<file path="config.mk">
export PLATFORM = sky130hd
export DESIGN_NAME = fvn_front
export DESIGN_NICKNAME = d
export VERILOG_FILES = /design/src/hw/rtl/fvn_pkg.sv /design/src/hw/rtl/fvn_front.sv
export SDC_FILE = /design/constraint.sdc
export NUM_CORES = 1
export LEC_CHECK = 0
export BUFFER_PORTS_ARGS = -buffer_cell sky130_fd_sc_hd__buf_4
export CAP_MARGIN = 20
export CORE_ASPECT_RATIO = 1.2
export CORE_UTILIZATION = 52
export DETAILED_ROUTE_END_ITERATION = 6
export PLACE_DENSITY_LB_ADDON = 0.15
export SYNTH_ARGS = -nofsm -noshare
export SYNTH_HDL_FRONTEND = slang
export SYNTH_SLANG_ARGS = --single-unit
</file>
<file path="constraint.sdc">
create_clock -name clk -period 3.38 [get_ports clk]
set_input_delay 0.338 -clock clk [delete_from_list [all_inputs] [get_ports clk]]
set_output_delay 0.338 -clock clk [all_outputs]
set_load 0.03 [all_outputs]
</file>
<file path="src/hw/rtl/fvn_pkg.sv">
// package for the fractal value noise block: types, hash constants, register map
// used by fvn_front, fvn_back and fractal_value_noise
// no dependencies
package fvn_pkg;

    localparam int MAX_OCTAVES = 8;
    localparam int QDEPTH      = 4;
    localparam int QAW         = 2;

    localparam logic signed [30:0] HASH_MUL_X   = 31'sd374761393;
    localparam logic signed [30:0] HASH_MUL_Y   = 31'sd668265263;
    localparam logic [30:0]        HASH_MUL_MIX = 31'd1274126177;
    localparam logic [63:0]        SEED_STEP    = 64'd1000;
    localparam logic [16:0]        ONE_Q16      = 17'd65536;

    typedef enum logic [1:0] {
        REG_SEED = 2'd0,
        REG_OCT  = 2'd1,
        REG_PERS = 2'd2,
        REG_ONED = 2'd3
    } fvn_reg_t;

    typedef struct packed {
        logic signed [31:0] x;
        logic signed [31:0] y;
    } fvn_job_t;

    typedef struct packed {
        logic [63:0] seed;
        logic [3:0]  oct_n;
        logic [15:0] pers;
        logic        use_y;
    } fvn_cfg_t;

    typedef enum logic [3:0] {
        ST_IDLE,
        ST_SM0,
        ST_SM1,
        ST_H0,
        ST_H1,
        ST_H2,
        ST_H3,
        ST_BL,
        ST_BV,
        ST_ACC,
        ST_DIVI,
        ST_DIV,
        ST_DONE
    } fvn_state_t;

endpackage

</file>
<file path="src/hw/rtl/fvn_front.sv">
// front end: request queue and per-request job setup (octave count clamp, mode)
// depends on fvn_pkg
module fvn_front
    import fvn_pkg::*;
(
    input  logic               clk,
    input  logic               rst_n,
    input  logic               push,
    output logic               full,
    input  logic signed [31:0] x_coord,
    input  logic signed [31:0] y_coord,
    input  logic [63:0]        base_seed,
    input  logic [3:0]         octave_count,
    input  logic [15:0]        persistence,
    input  logic               one_dimensional,
    output logic               job_valid,
    input  logic               job_take,
    output fvn_job_t           job,
    output fvn_cfg_t           job_cfg
);

    fvn_job_t       mem [QDEPTH];
    logic [QAW-1:0] wr_ptr_reg, rd_ptr_reg;
    logic [QAW:0]   count_reg;
    logic           do_push, do_pop;

    assign full      = (count_reg == (QAW+1)'(QDEPTH));
    assign job_valid = (count_reg != '0);
    assign do_push   = push && !full;
    assign do_pop    = job_take && job_valid;
    assign job       = mem[rd_ptr_reg];

    // queue storage
    always_ff @(posedge clk)
    begin
        if (do_push)
        begin
            mem[wr_ptr_reg] <= '{x: x_coord, y: y_coord};
        end
    end

    // queue pointers
    always_ff @(posedge clk or negedge rst_n)
    begin
        if (!rst_n)
        begin
            wr_ptr_reg <= '0;
            rd_ptr_reg <= '0;
            count_reg  <= '0;
        end
        else
        begin
            if (do_push)
            begin
                wr_ptr_reg <= wr_ptr_reg + 1'b1;
            end
            if (do_pop)
            begin
                rd_ptr_reg <= rd_ptr_reg + 1'b1;
            end
            case ({do_push, do_pop})
                2'b10:   count_reg <= count_reg + 1'b1;
                2'b01:   count_reg <= count_reg - 1'b1;
                default: count_reg <= count_reg;
            endcase
        end
    end

    // job setup: clamp octave count into 1..MAX_OCTAVES
    always_comb
    begin
        job_cfg.seed  = base_seed;
        job_cfg.pers  = persistence;
        job_cfg.use_y = !one_dimensional;
        if (octave_count == 4'd0)
        begin
            job_cfg.oct_n = 4'd1;
        end
        else if (octave_count > 4'(MAX_OCTAVES))
        begin
            job_cfg.oct_n = 4'(MAX_OCTAVES);
        end
        else
        begin
            job_cfg.oct_n = octave_count;
        end
    end

endmodule

</file>
# Yosys cells after proc, flatten, opt, wreduce, memory -nomap -nowiden

Memory sizes are Yosys's and may differ from the RTL's.
Cells that the tools add are included.

Add/subtract/negate cells: 4
$lt $le $gt $ge: 1
Eq/ne operators: 3
Multiplexer cells: 5
Reductions and logical operators: 7

Operators with widths:

| operator                                                               | count |
|---|---|
| 4-bit 2-to-1 mux                                                       | 2 |
| 3-bit one-hot mux with 2 select lines                                  | 1 |
| 2-bit by 1-bit adder with 2-bit output (second input constant)         | 2 |
| 4-bit greater-than comparator (second input constant)                  | 1 |
| 4-bit zero test                                                        | 1 |
| 3-bit by 1-bit adder with 3-bit output (second input constant)         | 1 |
| 3-bit equality test (second input constant)                            | 1 |
| 3-bit nonzero test                                                     | 1 |
| 3-bit by 1-bit subtractor with 3-bit output (second input constant)    | 1 |
| 2-bit by 1-bit equality test with 1-bit output (second input constant) | 1 |
| 2-bit equality test (second input constant)                            | 1 |
| 1-bit logical AND                                                      | 2 |
| 1-bit zero test                                                        | 2 |
| 1-bit 2-to-1 mux                                                       | 2 |
| 2-bit nonzero test                                                     | 1 |

Flip-flop bits (word level): 7
Bits in writable memories: 256
Bits of input ports: 153
Output and inout bits: 151
Word-level logic and storage cells: 24
Memories kept: 1

Memories:

| memory | words | width | read ports | clocked after Yosys merged registers in | write ports | RTL line        | RTL |
|---|---|---|---|---|---|---|---|
| mem    | 4     | 64    | 1          | 0                                       | 1           | fvn_front.sv:22 | `fvn_job_t mem [QDEPTH];` |

# Longest topological paths before layout

Word-level depth: 5
Gate-level depth with buffers: 9
Mapped depth without buffers: 9

# Least setup slack after synthesis

OpenSTA, ideal clock, no wires.

Path kind: register -> register
Start: register count_reg[2]
End: memory mem[0][0] (netlist name) (enable)
Library setup time: 0.429 ns
Data arrival time: 2.397 ns
Required time: 2.951 ns
Slack: 0.554 ns
Cell stages (with the launch flop): 4
Buffers on the path: 0
Clock period less this slack: 2.826 ns
Cell sequence: dfrtp_1 nor3b_2 nor2b_2 and2_1

Longest elaborated chain between the ends: 5

RTL lines:

| element                                | RTL line        | RTL |
|---|---|---|
| from (decl)                            | fvn_front.sv:24 | `logic [QAW:0] count_reg;` |
| from (signal assigned)                 | fvn_front.sv:62 | `2'b10: count_reg <= count_reg + 1'b1;` |
| from (signal assigned)                 | fvn_front.sv:63 | `2'b01: count_reg <= count_reg - 1'b1;` |
| from (signal assigned)                 | fvn_front.sv:64 | `default: count_reg <= count_reg;` |
| 3-bit equality test                    | fvn_front.sv:27 | `assign full = (count_reg == (QAW+1)'(QDEPTH));` |
| net full                               | fvn_front.sv:9  | `output logic full,` |
| 1-bit zero test                        | fvn_front.sv:29 | `assign do_push = push && !full;` |
| 1-bit logical AND                      | fvn_front.sv:29 |  |
| 1-bit 2-to-1 mux                       | fvn_front.sv:36 | `if (do_push)` |
| 1-bit 2-to-1 mux (implied by the code) | fvn_front.sv:38 | `mem[wr_ptr_reg] <= '{x: x_coord, y: y_coord};` |
| to (decl)                              | fvn_front.sv:22 |  |

The timed path passes the listed nets, and every way through them passes these cells.

==> results by group <==
Global route
  – GR Util All Layers: 0.203
  – Global route overflow: 0
  – Global-route wire length before repair: 29.5 mm
  – Largest net degree at the start of global routing: 38
  – Number of global-route vias before repair: 4840
  – Initial antenna violation count: 2

Floorplanning
  – I/O pin count: 304
  – Die Height: 156 um
  – Die area: slightly above 20000 um^2
  – FP Rows: 56
  – Core Box Area: 19500 um^2
  – Chip Width: 130 um
  – Initial Util: 0.528

Synthesis
  – Prevailing post-synth register cell: edfxtp_1
  – Synth Cell Area: 10300 um^2
  – Post-synth EDFFs: between 200 and 300
  – Commonest cells in the netlist: edfxtp_1 (256), buf_4 (82), mux4_2 (64)
  – Post-Syn Instances: around 460
  – Yosys warnings: 0
  – Part of the Yosys area used for sequential elements: 0.764
  – Syn nets: about 600
  – Post-synthesis register bit count: around 260
  – Area leader, netlist: edfxtp_1
  – Top-count cell post-synth: edfxtp_1
  – Post-synth cell types: 22
  – Main area contributors after synthesis: edfxtp_1 (75%), mux4_2 (14%), buf_4 (6.0%)
  – Share of the synthesized area in the top cell type: 0.747
  – Post-synthesis average cell area: 22.5 um^2
  – Fraction of registers with async set/reset: 0.0266

Power
  – Internal power: roughly 7.6 mW
  – Leak: 4.14 nW
  – Logic pwr share: 0.347
  – P_sw: 3.71 mW
  – VDD IR max: 512 uV
  – Seq pwr share: 0.414
  – Power per cell area: approximately 950 nW/um^2
  – Sw Share: 0.329
  – Clock Power Share: 0.238

Final layout
  – P&R area growth vs syn: 15.9%
  – Post-route cell area: 11900 um^2
  – Finished Layout Cells: 827
  – Fin nets: slightly above 700
  – Fill cells: ~1400
  – Ratio of cells with drive above 1 in the final layout: 0.469
  – Max FFs per register: 256

Detailed routing
  – Initial DRC Count: 298
  – Via density: 5.41
  – Drt wl/cell: 24.4 um
  – Routed WL: 20.2 mm
  – Drt first pass iters: 4
  – DR vias: 4474
  – Antenna Violating Nets Remaining: 0
  – Remaining DRCs: 0

CTS
  – Post-CTS Resized: 0
  – CTS buffer count: 25
  – CTS tree: done
  – CTS Buffer Depth: 3
  – Cts hold-fix bufs: 1
  – Root cell of the clock tree: clkbuf_16
  – Num Clock Sinks: between 200 and 300
  – H-tree lvl count: 1
  – Setup bufs post-CTS: 0
  – Worst-path clk slew: about 60 ps
  – Worst-skew pair later-pin latency: 510 ps

STA
  – Worst slew pin tran: ~600 ps
  – Fin crit share: 0.838
  – Slew HR: 0.601
  – RSZ-0062 raised after global routing: no
  – Final Setup Violations: 0
  – Max Freq: 0.353 GHz
  – Clk_skew: 12.5 ps
  – Final number of max-transition violations: 0
  – Worst setup margin: between 500 and 600 ps
  – Minimum clock period: 2830 ps
  – Final TNS setup: 0 ps
  – Final hold violation count: 0
  – Hold slack: between 20 and 30 ps

Setup path
  – Worst r2r src: count_reg[2]
  – Crit Path Class: register to output pin
  – Worst Path Arrival: 2490 ps
  – Critical Path Source: rd_ptr_reg[0]
  – Type of origin of the critical path: register
  – Crit path capture: job[54]
  – R2R Path End: mem[0][38]
  – Worst R2R Path Depth: 4
  – CP required: 3040 ps
  – Crit path max fanout: 30
  – Worst setup EP type: output pin
  – R2r setup slk: roughly 1300 ps

Min path
  – Hold Crit Class: input port to register
  – Min-delay src: x_coord[2]

Placed design
  – Port-buffer cells: between 100 and 150
  – Placer congestion estimate: 0.668
  – Placed cell area: 11100 um^2
  – Dpl cells: 780
  – DP HPWL: around 13 mm
  – Worst slack at placement: between 900 and 1000 ps

Flow run
  – Max Cap Violations: 0

Outcome
  – Outcome: completed
## worst min path at each step
stage,end,cells past startpoint
6_report,mem[0][34],1
5_1_grt,mem[1][44],1
4_1_cts,mem[0][34],1
3_5_place_dp,count_reg[2],1
3_3_place_gp,count_reg[2],1
2_1_floorplan,count_reg[0],0
## per-stage QoR
stage	utilization	power, mW
floorplan	-	7.52
global placement	0.571	8.70
detailed placement	0.571	8.76
CTS	0.612	11.5
global route	0.612	11.8
finish	0.612	11.3
## placed cells by master (no fill, tap or decap)
| cell | synthesis | routed |
|---|---|---|
| mux2i_1 | 1 | 1 |
| clkbuf_8 | 0 | 3 |
| clkbuf_1 | 2 | 5 |
| and2_4 | 0 | 4 |
| dfrtp_4 | 0 | 2 |
| bufinv_16 | 0 | 2 |
| ha_1 | 5 | 5 |
| diode_2 | 0 | 1 |
| nor2b_1 | 2 | 2 |
| xnor2_1 | 3 | 3 |
| dlygate4sd3_1 | 0 | 1 |
| or3_1 | 1 | 1 |
| mux2_2 | 1 | 1 |
| buf_4 | 82 | 154 |
| dfrtp_1 | 7 | 5 |
| nor2b_2 | 1 | 1 |
| mux4_2 | 64 | 64 |
| clkbuf_16 | 0 | 25 |
| nand2_1 | 1 | 1 |
| buf_12 | 0 | 2 |
| xor2_1 | 3 | 3 |
| clkinv_1 | 0 | 4 |
| inv_1 | 7 | 7 |
| clkinv_2 | 0 | 6 |
| edfxtp_1 | 256 | 256 |
| o31a_1 | 1 | 1 |
| fa_1 | 1 | 1 |
| nor3b_2 | 1 | 1 |
| nor2_1 | 4 | 4 |
## worst max-delay path: stages, from the launching register on
cell and delay [ps]:
dfrtp_4 820, buf_4 420, mux4_2 560, buf_4 190
## layout make-up
| type | instances | area, um^2 | share of cell area |
|---|---|---|---|
| sequential | 263 | 7870 | 0.660 |
| multi-input combinational | 93 | 1700 | 0.143 |
| timing repair buffer | 157 | 1210 | 0.101 |
| clock buffer | 33 | 686 | 0.0575 |
| tap | 261 | 327 | 0.0274 |
| clock inverter | 12 | 105 | 0.00882 |
| inverter | 7 | 26.3 | 0.00220 |
| antenna | 1 | 2.50 | 0.000210 |
## routing by layer
layer  up-vias  share of wire  GRT usage
li1       1940              -          -
met1      2290           0.34      0.228
met2       166           0.53      0.346
met3        76          0.086     0.0593
met4         2          0.046      0.108
met5         -        0.00064    0.00767
## power groups by stage
stage | clock (mW) | combinational [mW] | sequential [mW]
global route | 2.86 | 4.16 | 4.75
finish | 2.69 | 3.92 | 4.67
CTS | 2.75 | 4.01 | 4.70
floorplan | 0 | 3.00 | 4.52
detailed placement | 0 | 4.00 | 4.76
global placement | 0 | 3.98 | 4.72
## cell families (layout without fill, tap and decap cells)
family / after synthesis / count (layout) / synth area share
fa+ha+maj: 6 / 6 / 0.00803
other cells: 0 / 1 / 0
simple gates: 14 / 14 / 0.00815
compound gates: 1 / 1 / 0.000851
mux: 66 / 66 / 0.142
buf+inv: 102 / 209 / 0.0715
flops: 263 / 263 / 0.764
xor+xnor: 6 / 6 / 0.00511
No activity file was read; power rests on OpenSTA's default activity.
